File: src/hw/rtl/f16m_pkg.sv
// ============================================================================
// f16m_pkg
// Shared types and constants for the FAT16 offset-to-sector mapper.
// ============================================================================
package f16m_pkg;

    localparam int unsigned MID_DEPTH_DEF = 4;
    localparam int unsigned OUT_DEPTH_DEF = 4;

    localparam logic [15:0] CHAIN_END_MIN    = 16'hfff7;
    localparam logic [15:0] NO_CLUSTER       = 16'hffff;
    localparam logic [15:0] FIRST_DATA_CLUS  = 16'd2;
    localparam logic [22:0] ROOT_DIR_SECTORS = 23'd32;

    localparam logic CMD_MAP   = 1'b0;
    localparam logic CMD_REPLY = 1'b1;

    localparam logic [1:0] CFG_SPC  = 2'd0;
    localparam logic [1:0] CFG_PART = 2'd1;
    localparam logic [1:0] CFG_ROOT = 2'd2;

    typedef enum logic [2:0] {
        KIND_CACHED    = 3'd0,
        KIND_FAT       = 3'd1,
        KIND_DATA      = 3'd2,
        KIND_FETCH_ERR = 3'd3,
        KIND_BAD_CHAIN = 3'd4
    } t_kind;

    typedef struct packed {
        logic [7:0]  spc;
        logic [31:0] part_first;
        logic [31:0] root_dir;
    } t_cfg;

    // work handed from the front to the back
    typedef struct packed {
        t_kind       kind;
        logic        root;
        logic [15:0] cluster;
        logic [31:0] offset;
    } t_job;

    typedef struct packed {
        t_job        job;
        logic [23:0] prod;
    } t_stage;

    typedef struct packed {
        t_kind       kind;
        logic [31:0] addr;
        logic [8:0]  pos;
    } t_result;

    function automatic logic [7:0] spc_eff(input logic [7:0] spc);
        return (spc == 8'd0) ? 8'd1 : spc;
    endfunction

    function automatic logic bad_cluster(input logic [15:0] c);
        return (c < FIRST_DATA_CLUS) || (c >= CHAIN_END_MIN);
    endfunction

endpackage

File: src/hw/rtl/f16m_fifo.sv
// ============================================================================
// f16m_fifo
// Small register queue with occupancy count.
// ============================================================================
module f16m_fifo
    import f16m_pkg::*;
#(
    parameter int unsigned DEPTH = MID_DEPTH_DEF,
    parameter type t_data = t_job
) (
    input  logic                         i_clk,
    input  logic                         i_rst_n,
    input  logic                         i_wr,
    input  t_data                        i_data,
    input  logic                         i_rd,
    output t_data                        o_data,
    output logic                         o_empty,
    output logic                         o_full,
    output logic [$clog2(DEPTH+1)-1:0]   o_count
);

    localparam int unsigned PW = (DEPTH > 1) ? $clog2(DEPTH) : 1;
    localparam int unsigned CW = $clog2(DEPTH + 1);
    localparam logic [PW-1:0] LAST = PW'(DEPTH - 1);

    t_data          r_mem [DEPTH];
    logic [PW-1:0]  r_wr_ptr;
    logic [PW-1:0]  r_rd_ptr;
    logic [CW-1:0]  r_count;
    logic           wr_en;
    logic           rd_en;

    assign o_empty = (r_count == '0);
    assign o_full  = (r_count == CW'(DEPTH));
    assign o_count = r_count;
    assign o_data  = r_mem[r_rd_ptr];
    assign wr_en   = i_wr && !o_full;
    assign rd_en   = i_rd && !o_empty;

    always_ff @(posedge i_clk) begin
        if (wr_en) begin
            r_mem[r_wr_ptr] <= i_data;
        end
    end

    always_ff @(posedge i_clk) begin
        if (!i_rst_n) begin
            r_wr_ptr <= '0;
            r_rd_ptr <= '0;
            r_count  <= '0;
        end else begin
            if (wr_en) begin
                r_wr_ptr <= (r_wr_ptr == LAST) ? '0 : r_wr_ptr + 1'b1;
            end
            if (rd_en) begin
                r_rd_ptr <= (r_rd_ptr == LAST) ? '0 : r_rd_ptr + 1'b1;
            end
            case ({wr_en, rd_en})
                2'b10:   r_count <= r_count + 1'b1;
                2'b01:   r_count <= r_count - 1'b1;
                default: r_count <= r_count;
            endcase
        end
    end

endmodule

File: src/hw/rtl/f16m_front.sv
// ============================================================================
// f16m_front
// Classifies each input beat, keeps the cache and chain-walk state, and
// issues one job per result.
// ============================================================================
module f16m_front
    import f16m_pkg::*;
(
    input  logic        i_clk,
    input  logic        i_rst_n,
    input  t_cfg        i_cfg,
    input  logic        i_accept,
    input  logic        i_cmd,
    input  logic [15:0] i_start_cluster,
    input  logic [31:0] i_byte_offset,
    input  logic [15:0] i_fat_entry,
    input  logic        i_fetch_failed,
    output logic        o_job_valid,
    output t_job        o_job
);

    logic [15:0] r_cached_cluster, n_cached_cluster;
    logic [22:0] r_cached_idx,     n_cached_idx;
    logic [15:0] r_walk_cluster,   n_walk_cluster;
    logic [31:0] r_remaining,      n_remaining;
    logic        r_walking,        n_walking;

    logic [16:0] clus_bytes;
    logic [17:0] two_clus_bytes;
    logic [22:0] idx;
    logic        start_bad;
    logic        hit;

    assign clus_bytes     = {spc_eff(i_cfg.spc), 9'd0};
    assign two_clus_bytes = {clus_bytes, 1'b0};
    assign idx            = i_byte_offset[31:9];
    assign start_bad      = (i_start_cluster != 16'd0) && bad_cluster(i_start_cluster);
    assign hit            = (i_start_cluster == r_cached_cluster) && (idx == r_cached_idx);

    always_comb begin
        n_cached_cluster = r_cached_cluster;
        n_cached_idx     = r_cached_idx;
        n_walk_cluster   = r_walk_cluster;
        n_remaining      = r_remaining;
        n_walking        = r_walking;
        o_job_valid      = 1'b0;
        o_job            = '0;
        o_job.kind       = KIND_CACHED;
        if (i_accept) begin
            if (i_cmd == CMD_MAP) begin
                o_job_valid = 1'b1;
                n_walking   = 1'b0;
                if (start_bad) begin
                    o_job.kind = KIND_BAD_CHAIN;
                end else if (hit) begin
                    o_job.kind = KIND_CACHED;
                end else begin
                    n_cached_cluster = i_start_cluster;
                    n_cached_idx     = idx;
                    o_job.cluster    = i_start_cluster;
                    o_job.offset     = i_byte_offset;
                    if (i_start_cluster == 16'd0) begin
                        o_job.kind = KIND_DATA;
                        o_job.root = 1'b1;
                    end else begin
                        n_walk_cluster = i_start_cluster;
                        n_remaining    = i_byte_offset;
                        if (i_byte_offset >= {15'd0, clus_bytes}) begin
                            o_job.kind = KIND_FAT;
                            n_walking  = 1'b1;
                        end else begin
                            o_job.kind = KIND_DATA;
                        end
                    end
                end
            end else if (r_walking) begin
                o_job_valid = 1'b1;
                if (i_fetch_failed || bad_cluster(i_fat_entry)) begin
                    o_job.kind       = i_fetch_failed ? KIND_FETCH_ERR : KIND_BAD_CHAIN;
                    n_walking        = 1'b0;
                    n_cached_cluster = NO_CLUSTER;
                end else begin
                    n_walk_cluster = i_fat_entry;
                    n_remaining    = r_remaining - {15'd0, clus_bytes};
                    o_job.cluster  = i_fat_entry;
                    o_job.offset   = n_remaining;
                    // remaining - cb >= cb, checked without waiting on the subtract;
                    // below cb the subtract wraps to a huge offset
                    if ((r_remaining >= {14'd0, two_clus_bytes}) ||
                        (r_remaining < {15'd0, clus_bytes})) begin
                        o_job.kind = KIND_FAT;
                    end else begin
                        o_job.kind = KIND_DATA;
                        n_walking  = 1'b0;
                    end
                end
            end
        end
    end

    always_ff @(posedge i_clk) begin
        if (!i_rst_n) begin
            r_cached_cluster <= NO_CLUSTER;
            r_cached_idx     <= '0;
            r_walk_cluster   <= '0;
            r_remaining      <= '0;
            r_walking        <= 1'b0;
        end else begin
            r_cached_cluster <= n_cached_cluster;
            r_cached_idx     <= n_cached_idx;
            r_walk_cluster   <= n_walk_cluster;
            r_remaining      <= n_remaining;
            r_walking        <= n_walking;
        end
    end

endmodule

File: src/hw/rtl/f16m_back.sv
// ============================================================================
// f16m_back
// Turns jobs into card addresses: multiply stage, then address adders that
// feed the result queue.
// ============================================================================
module f16m_back
    import f16m_pkg::*;
#(
    parameter int unsigned OUT_DEPTH = OUT_DEPTH_DEF
) (
    input  logic    i_clk,
    input  logic    i_rst_n,
    input  t_cfg    i_cfg,
    input  logic    i_job_avail,
    input  t_job    i_job,
    output logic    o_job_take,
    input  logic    i_pop,
    output logic    o_empty,
    output t_result o_result
);

    localparam int unsigned CW = $clog2(OUT_DEPTH + 1);

    t_stage         r_s1;
    logic           r_s1_v;
    logic [CW-1:0]  out_count;
    logic           out_full;
    logic [15:0]    clus_m2;
    logic [23:0]    prod;
    logic [22:0]    fat_base;
    logic [31:0]    fat_pos;
    logic [22:0]    sect;
    t_result        res;

    // credit: queued results plus the one in flight never exceed the queue
    assign o_job_take = i_job_avail &&
        ({1'b0, out_count} + {{CW{1'b0}}, r_s1_v} < (CW + 1)'(OUT_DEPTH));

    assign clus_m2 = i_job.cluster - FIRST_DATA_CLUS;
    assign prod    = {8'd0, clus_m2} * {16'd0, spc_eff(i_cfg.spc)};

    always_ff @(posedge i_clk) begin
        if (o_job_take) begin
            r_s1.job  <= i_job;
            r_s1.prod <= prod;
        end
    end

    always_ff @(posedge i_clk) begin
        if (!i_rst_n) begin
            r_s1_v <= 1'b0;
        end else begin
            r_s1_v <= o_job_take;
        end
    end

    assign fat_base = i_cfg.part_first[22:0] + 23'd1;
    assign fat_pos  = {fat_base, 9'd0} + {15'd0, r_s1.job.cluster, 1'b0};

    always_comb begin
        if (r_s1.job.root) begin
            sect = i_cfg.root_dir[22:0] + r_s1.job.offset[31:9];
        end else begin
            sect = i_cfg.root_dir[22:0] + ROOT_DIR_SECTORS + r_s1.prod[22:0]
                 + r_s1.job.offset[31:9];
        end
    end

    always_comb begin
        res      = '0;
        res.kind = r_s1.job.kind;
        case (r_s1.job.kind)
            KIND_FAT: begin
                res.addr = {fat_pos[31:9], 9'd0};
                res.pos  = fat_pos[8:0];
            end
            KIND_DATA: begin
                res.addr = {sect, 9'd0};
            end
            default: begin
                res.addr = '0;
            end
        endcase
    end

    f16m_fifo #(
        .DEPTH  (OUT_DEPTH),
        .t_data (t_result)
    ) u_out_q (
        .i_clk   (i_clk),
        .i_rst_n (i_rst_n),
        .i_wr    (r_s1_v),
        .i_data  (res),
        .i_rd    (i_pop),
        .o_data  (o_result),
        .o_empty (o_empty),
        .o_full  (out_full),
        .o_count (out_count)
    );

    // credit check keeps the result queue from overflowing
    logic unused_full;
    assign unused_full = out_full;

endmodule

File: src/hw/rtl/fat16_offset_to_sector_mapper.sv
// ============================================================================
// fat16_offset_to_sector_mapper
// FAT16 start cluster + byte offset to card sector address, one chain step
// per beat.
// ============================================================================
// Takes one input beat per cycle whenever full is low. The front updates the
// cache and chain-walk state in the cycle a beat is accepted and queues a
// job; the back multiplies (cluster - 2) by the cluster size in one stage and
// forms the card address in the next, writing a result queue. Results drain one per
// cycle. A reply beat that arrives while no walk is running gives no result.
// Configuration writes take effect on the next cycle and belong to idle time.
// ============================================================================
module fat16_offset_to_sector_mapper
    import f16m_pkg::*;
#(
    parameter int unsigned MID_DEPTH = MID_DEPTH_DEF,
    parameter int unsigned OUT_DEPTH = OUT_DEPTH_DEF
) (
    input  logic        i_clk,
    input  logic        i_rst_n,
    input  logic        i_cfg_we,
    input  logic [1:0]  i_cfg_index,
    input  logic [31:0] i_cfg_data,
    input  logic        push,
    output logic        full,
    input  logic        i_cmd,
    input  logic [15:0] i_start_cluster,
    input  logic [31:0] i_byte_offset,
    input  logic [15:0] i_fat_entry,
    input  logic        i_fetch_failed,
    output logic        empty,
    input  logic        pop,
    output logic [2:0]  o_kind,
    output logic [31:0] o_card_address,
    output logic [8:0]  o_entry_position
);

    localparam int unsigned MCW = $clog2(MID_DEPTH + 1);

    t_cfg           r_cfg;
    logic           accept;
    logic           job_valid;
    t_job           job;
    t_job           mid_head;
    logic           mid_empty;
    logic           mid_take;
    logic [MCW-1:0] mid_count;
    t_result        result;

    always_ff @(posedge i_clk) begin
        if (!i_rst_n) begin
            r_cfg.spc        <= 8'd1;
            r_cfg.part_first <= '0;
            r_cfg.root_dir   <= '0;
        end else if (i_cfg_we) begin
            case (i_cfg_index)
                CFG_SPC:  r_cfg.spc        <= i_cfg_data[7:0];
                CFG_PART: r_cfg.part_first <= i_cfg_data;
                CFG_ROOT: r_cfg.root_dir   <= i_cfg_data;
                default:  r_cfg            <= r_cfg;
            endcase
        end
    end

    assign accept = push && !full;

    f16m_front u_front (
        .i_clk           (i_clk),
        .i_rst_n         (i_rst_n),
        .i_cfg           (r_cfg),
        .i_accept        (accept),
        .i_cmd           (i_cmd),
        .i_start_cluster (i_start_cluster),
        .i_byte_offset   (i_byte_offset),
        .i_fat_entry     (i_fat_entry),
        .i_fetch_failed  (i_fetch_failed),
        .o_job_valid     (job_valid),
        .o_job           (job)
    );

    f16m_fifo #(
        .DEPTH  (MID_DEPTH),
        .t_data (t_job)
    ) u_mid_q (
        .i_clk   (i_clk),
        .i_rst_n (i_rst_n),
        .i_wr    (job_valid),
        .i_data  (job),
        .i_rd    (mid_take),
        .o_data  (mid_head),
        .o_empty (mid_empty),
        .o_full  (full),
        .o_count (mid_count)
    );

    f16m_back #(
        .OUT_DEPTH (OUT_DEPTH)
    ) u_back (
        .i_clk       (i_clk),
        .i_rst_n     (i_rst_n),
        .i_cfg       (r_cfg),
        .i_job_avail (!mid_empty),
        .i_job       (mid_head),
        .o_job_take  (mid_take),
        .i_pop       (pop),
        .o_empty     (empty),
        .o_result    (result)
    );

    assign o_kind           = result.kind;
    assign o_card_address   = result.addr;
    assign o_entry_position = result.pos;

    // occupancy of the job queue is only needed inside the queue itself
    logic unused_mid_count;
    assign unused_mid_count = ^mid_count;

endmodule
File: config.mk
export PLATFORM = sky130hd
export DESIGN_NAME = fat16_offset_to_sector_mapper
export DESIGN_NICKNAME = d
export VERILOG_FILES = /design/src/hw/rtl/f16m_pkg.sv /design/src/hw/rtl/f16m_fifo.sv /design/src/hw/rtl/f16m_front.sv /design/src/hw/rtl/f16m_back.sv /design/src/hw/rtl/fat16_offset_to_sector_mapper.sv
export SDC_FILE = /design/constraint.sdc
export NUM_CORES = 1
export LEC_CHECK = 0
export ABC_AREA = 1
export BUFFER_PORTS_ARGS = -buffer_cell sky130_fd_sc_hd__buf_4
export CAP_MARGIN = 15
export CELL_PAD_IN_SITES_DETAIL_PLACEMENT = 1
export CELL_PAD_IN_SITES_GLOBAL_PLACEMENT = 1
export CORE_ASPECT_RATIO = 0.8
export CORE_MARGIN = 5
export CORE_UTILIZATION = 40
export DETAILED_ROUTE_END_ITERATION = 8
export PLACE_DENSITY = 0.76
export SLEW_MARGIN = 15
export SYNTH_ARGS = -nofsm -noshare
export SYNTH_HDL_FRONTEND = slang
export SYNTH_SLANG_ARGS = --single-unit
File: constraint.sdc
create_clock -name i_clk -period 13.7 [get_ports i_clk]
set_input_delay 2.74 -clock i_clk [delete_from_list [all_inputs] [get_ports i_clk]]
set_output_delay 2.74 -clock i_clk [all_outputs]
set_load 0.05 [all_outputs]
# After elaboration in Yosys (flattened, before gate mapping)
# Memories as Yosys holds them, arrays and structs flattened. A register that Yosys moved wholly into a read port is not among the register bits.
# Index checks and enable logic that the tools add are counted.
totals:
  out_inout_bits: 46
  n_memories: 2
  reg_bits: 216
  ramBits: 384
mem_list:
  columns: ["name", "depth", "width", "rd", "rd_ports_with_merged_regs", "wr", "line_no", "text"]
  rows:
  - ["u_mid_q.r_mem", 4, 52, 1, 1, 1, "f16m_fifo.sv:26", "t_data r_mem [DEPTH];"]
  - ["u_back.u_out_q.r_mem", 4, 44, 1, 1, 1, "f16m_fifo.sv:26", null]
op_classes:
  n_mux: 57
  order_cmp: 8
  n_bitwise: 3
  reduce_logical: 30
  multipliers: 1
  n_eq_ne: 22
  add_sub_neg: 17
op_table:
  columns: ["op", "count"]
  rows:
  - ["$mux 32", 6]
  - ["$mux 48", 3]
  - ["$mux 49", 2]
  - ["$mux 16", 5]
  - ["$add 23x23->23", 3]
  - ["$pmux 32 s2", 1]
  - ["$mux 52", 1]
  - ["$add 32x17->32", 1]
  - ["$ge 16x16->1 const B", 2]
  - ["$ge 32x17->1", 1]
  - ["$ge 32x18->1", 1]
  - ["$lt 16x2->1 const B", 2]
  - ["$lt 32x17->1", 1]
  - ["$sub 32x17->32", 1]
  - ["$add 23x1->23 const B", 1]
  - ["$add 23x6->23 const B", 1]
  - ["$eq 23x23->1", 1]
  - ["$mul 16x8->23", 1]
  - ["$mux 23", 1]
  - ["$mux 2", 11]
  - ["$mux 3", 6]
  - ["$mux 1", 17]
  - ["$eq 16x16->1", 1]
  - ["$logic_not 16->1", 1]
  - ["other kinds (29)", 67]

# Logic depth before layout (Yosys ltp)
depth:
  ltp_word: 9
  mapped_depth: 33

# Hierarchy
# From an unflattened synthesis, not the netlist that was laid out.
unflattened:
  hier_cells: 4118
  hier_area_um2: 36297.3
by_module_without_submodules:
  columns: ["module", "area_per_inst_um2", "n_inst", "cells_per_inst"]
  rows:
  - ["f16m_back", 11292.1, 1, 1508]
  - ["f16m_fifo at u_mid_q", 8752.1, 1, 573]
  - ["f16m_fifo at u_back.u_out_q", 7105.6, 1, 496]
  - ["f16m_front", 6170.9, 1, 1079]
  - ["fat16_offset_to_sector_mapper", 2976.6, 1, 462]

# Worst setup path after synthesis
# No wires, ideal clock.
synth_timing:
  kind: "register to register"
  start: "register u_back.u_out_q.r_count[0] (netlist: u_back.u_out_q.o_count[0])"
  end: "register u_mid_q.r_count[2] (netlist: u_mid_q.o_count[2])"
  arrival_ns: 6.690
  synth_period_minus_slack_ns: 6.812
  setup_slack_ns: 6.888
  setup_time_ns: 0.122
  stages_incl_launch_ff: 11
  path_cell_list: "dfxtp_1 > inv_1 > nor3_1 > nor3_1 > ha_1 > inv_1 > fa_1 > a21oi_1 > o21ai_0 > o21ai_0 > a21oi_1"
synth_between:
  elab_chain_len: 6
synth_rtl:
  columns: ["item", "line_no", "text"]
  rows:
  - ["start: declaration", "f16m_fifo.sv:29", "logic [CW-1:0] r_count;"]
  - ["start signal: assignment", "f16m_fifo.sv:59", "2'b10: r_count <= r_count + 1'b1;"]
  - ["start signal: assignment", "f16m_fifo.sv:60", "2'b01: r_count <= r_count - 1'b1;"]
  - ["start signal: assignment", "f16m_fifo.sv:61", "default: r_count <= r_count;"]
  - ["$add 3x1->4 (*)", "f16m_back.sv:37", "({1'b0, out_count} + {{CW{1'b0}}, r_s1_v} < (CW + 1)'(OUT_DEPTH));"]
  - ["$lt 4x3->1 (*)", "f16m_back.sv:37", null]
  - ["$logic_and 1x1->1 (*)", "f16m_back.sv:36", "assign o_job_take = i_job_avail &&"]
  - ["named net mid_take", "fat16_offset_to_sector_mapper.sv:46", "logic mid_take;"]
  - ["$logic_and 1x1->1 (*)", "f16m_fifo.sv:38", "assign rd_en = i_rd && !o_empty;"]
  - ["$eq 2x1->1 / $eq 2x2->1 (equally long branches)", "f16m_fifo.sv:58", "case ({wr_en, rd_en})"]
  - ["$pmux 3 s2 / $reduce_bool 2->1 (equally long branches)", null, null]
  - ["end signal: assignment", "f16m_fifo.sv:59", null]
  - ["end signal: assignment", "f16m_fifo.sv:60", null]
  - ["end signal: assignment", "f16m_fifo.sv:61", null]
  - ["end: declaration", "f16m_fifo.sv:29", null]
# The timed path passes the listed nets; every way through them passes the cells marked *.
# A chain may end at the register's enable or synchronous reset.

==> run metrics <==
status=completed; Routed wire per std cell=21.3 um; DR iter-0 viols=2136; post-CTS setup buffers=0; flop2flop setup slack=approximately 6000 ps; io pins=between 150 and 200; CP max-delay cell=xor2_1; Static Leak=between 0.01 and 0.015 uW; Final period util=a little under three fifths; fin nets=3888; peak supply drop=~0.14 mV; Worst Path Buf+Inv=5; Hold Vio Cnt, Final=0; Main synth FF type=edfxtp_1; TNS Setup=0 ps; total core area=between 0.07 and 0.08 mm^2; # hold bufs at CTS=0; # fillers=around 9k; Worst Hold Depth=2; CTS clk-pin slew, worst paths=approximately 70 ps; Yosys cell types=between 50 and 60; largest net degree at the start of global routing=~90; TritonCTS buffer count=54; worst slew pin tran=between 1000 and 1500 ps; PD cells=~230 mW/mm^2; area of the die=about 0.082 mm^2; Initial Utilization=between 40 and 50%; gr ovfl total=0; CTS tree=yes; WL final=slightly below 100000 um; synth warn=0; RSZ-0062 raised after global routing=no; # port buffers=roughly 130; Reg area=roughly 0.014 mm^2; register bit total from synthesis=roughly 520; Tot Pwr=~8000 uW; GPL Wtd Cong=~0.9; Hold Path Class=flop to flop; CP endpoint kind=flop; H-tree depth=2; clk_skew=a little over 40 ps; crit path DAT=8090 ps; synthesized area per cell=8.92 um^2; EDFF count, synth=around 370; DR DRC count=0; share of layout cells above drive strength 1=~8.6%; Detailed Place HPWL=72100 um; DR vias=between 20k and 25k; total global-route track usage=between 20% and 30%; CP startpoint kind=flop; TritonRoute pass-1 iters=8; DR vias/cell=around 5.5; hold endpoint=u_front.r_cached_idx[6]; ys async rst share=0%; CP top delay family=adder cells; vias in the first global route=~26k; endpoints failing setup=0; Layout area overhead=12.6%; Post-Syn Instances=3426; worst skew pair latency=640 ps; register area share after synthesis=a little under half; clock sink count=519; cell area after synthesis=about 0.031 mm^2; Worst Setup Path Type=flop to flop; Clock Path Buffers=3; Detail Route Antenna Nets=0; Root Buffer=clkbuf_16; first-pass GRT wire length=149000 um; max-slew violations=0; Multi-input gate area=approximately 0.015 mm^2; Max FO, Critical Path=90; hold_sp=u_front.r_cached_idx[6]; CTS resizes=0; row count=90; Critical Path RT=14060 ps; Die X=319 um; Die Span Y=approximately 260 um; max_slew headroom=17.9%; Final min period=approximately 7700 ps; R2R Path End=u_back.r_s1[22]; R2R cell count=25; Crit path largest cell delay=between 800 and 900 ps; number of antenna violations at the first check in global routing=3; Peak Freq=~0.13 GHz; maxcap violations=0
power breakdown:
| part | switching (uW) | internal, uW |
|---|---|---|
| clock | 646 | 895 |
| combinational | 2900 | 1270 |
| sequential | 177 | 2130 |
routing by layer:
metal | wire length [um] | vias up | part of all wire [%] | global-route usage (%)
met5 | 0 | - | 0 | 1.52
met3 | 7570 | 120 | 7.8 | 4.54
met2 | 43400 | 750 | 45 | 36.6
met1 | 43700 | 12400 | 45 | 32.5
met4 | 2680 | 0 | 2.8 | 6.06
li1 | - | 11700 | - | -
cells by family after synthesis:
family	count (synthesis)	share of synthesized area, %
AND/OR/NAND/NOR	1392	19.0
AO/OA/AOI/OAI	638	11.5
flip-flops	519	46.3
buffers and inverters	501	6.49
adder cells (fa/ha/maj)	262	13.5
XOR/XNOR	113	3.34
other	1	0.0123
state kept, by name, summed over array words and instances (netlist names), named ones only:
register                  cells
r_cfg                        54
u_front.r_walking             1
u_mid_q.r_mem               172
u_back.r_s1                  66
u_mid_q.o_count               3
u_mid_q.r_rd_ptr              2
u_front.r_cached_idx         23
u_front.r_cached_cluster     16
u_mid_q.r_wr_ptr              2
u_front.r_remaining          32
u_back.u_out_q.r_wr_ptr       2
u_back.u_out_q.r_rd_ptr       2
u_back.u_out_q.r_mem        136
u_back.u_out_q.o_count        3
u_back.r_s1_v                 1
cells in the final DEF (no fill, tap or decap), drive strengths merged, types with 2 or more instances in the layout:
master / count
nand2: 572
nor2: 553
edfxtp: 374
inv: 370
o21ai: 310
a21oi: 182
buf: 157
ha: 151
dfxtp: 145
nand3: 136
fa: 111
o22ai: 80
xor2: 71
clkbuf: 63
nand4: 60
nor3: 44
xnor2: 42
clkinv: 28
o211ai: 26
nor4: 11
conb: 10
or2: 10
a21o: 8
bufinv: 8
o21bai: 8
o21a: 4
a211oi: 4
clkinvlp: 4
a31oi: 3
o31ai: 3
a31o: 2
o221ai: 2
and2: 2
nor3b: 2
o211a: 2
a21boi: 2
area by class of cell:
class / instances / area share [%]
antenna: 1 / 0.00727
multi-input combinational: 2415 / 42.3
tap: 1012 / 3.68
clock buffer: 63 / 4.12
sequential: 519 / 41.1
inverter: 374 / 4.09
timing repair buffer: 157 / 3.43
clock inverter: 36 / 1.29
worst min-delay path: cells and delay by family (launching register included):
| family | cells | cell delay, ps |
|---|---|---|
| DFF | 1 | 320 |
| and+or+nand+nor | 1 | 60 |
| AOI/OAI and AO/OA | 1 | 50 |
through the flow:
stage	cell area, um^2	worst slack, ps	utilization (%)	hold WS [ps]	cells
floorplan	30600	6890	-	430	3435
global placement	32500	6200	43.1	465	4477
detailed placement	32500	6020	43.1	471	4477
CTS	34400	5980	45.5	481	4576
global route	34400	5440	45.5	500	4577
finish	34400	5970	45.5	478	4577
worst max path at each step:
stage,to,cells after the start,start,slack (ps)
finish,u_back.r_s1[22],25,flop,5970
floorplan,u_mid_q.o_count[2],10,u_back.u_out_q.o_count[0],6890
detailed placement,u_back.r_s1[22],25,flop,6020
global route,u_back.r_s1[22],25,flop,5440
CTS,u_back.r_s1[22],25,flop,5980
global placement,u_back.r_s1[22],25,flop,6200
synth_stat cells (all sizes together), types with 3 or more instances:
master,number,area (um^2)
o22ai,80,500
clkbuf,93,349
nor2,553,2130
a21oi,182,915
o31ai,3,22.5
nand4,60,382
nor3,44,231
edfxtp,374,11200
o211ai,26,195
or2,10,62.6
a21o,8,60.1
buf,34,226
nor4,11,68.8
clkinv,5,18.8
ha,151,1890
inv,369,1390
nand2,572,2170
a31oi,3,18.8
fa,111,2220
o21bai,8,63.8
dfxtp,145,2900
xnor2,42,383
o21ai,310,1560
xor2,71,637
o21a,4,30.0
nand3,136,711
a211oi,4,30.0
(Power assumes the default switching activity.)
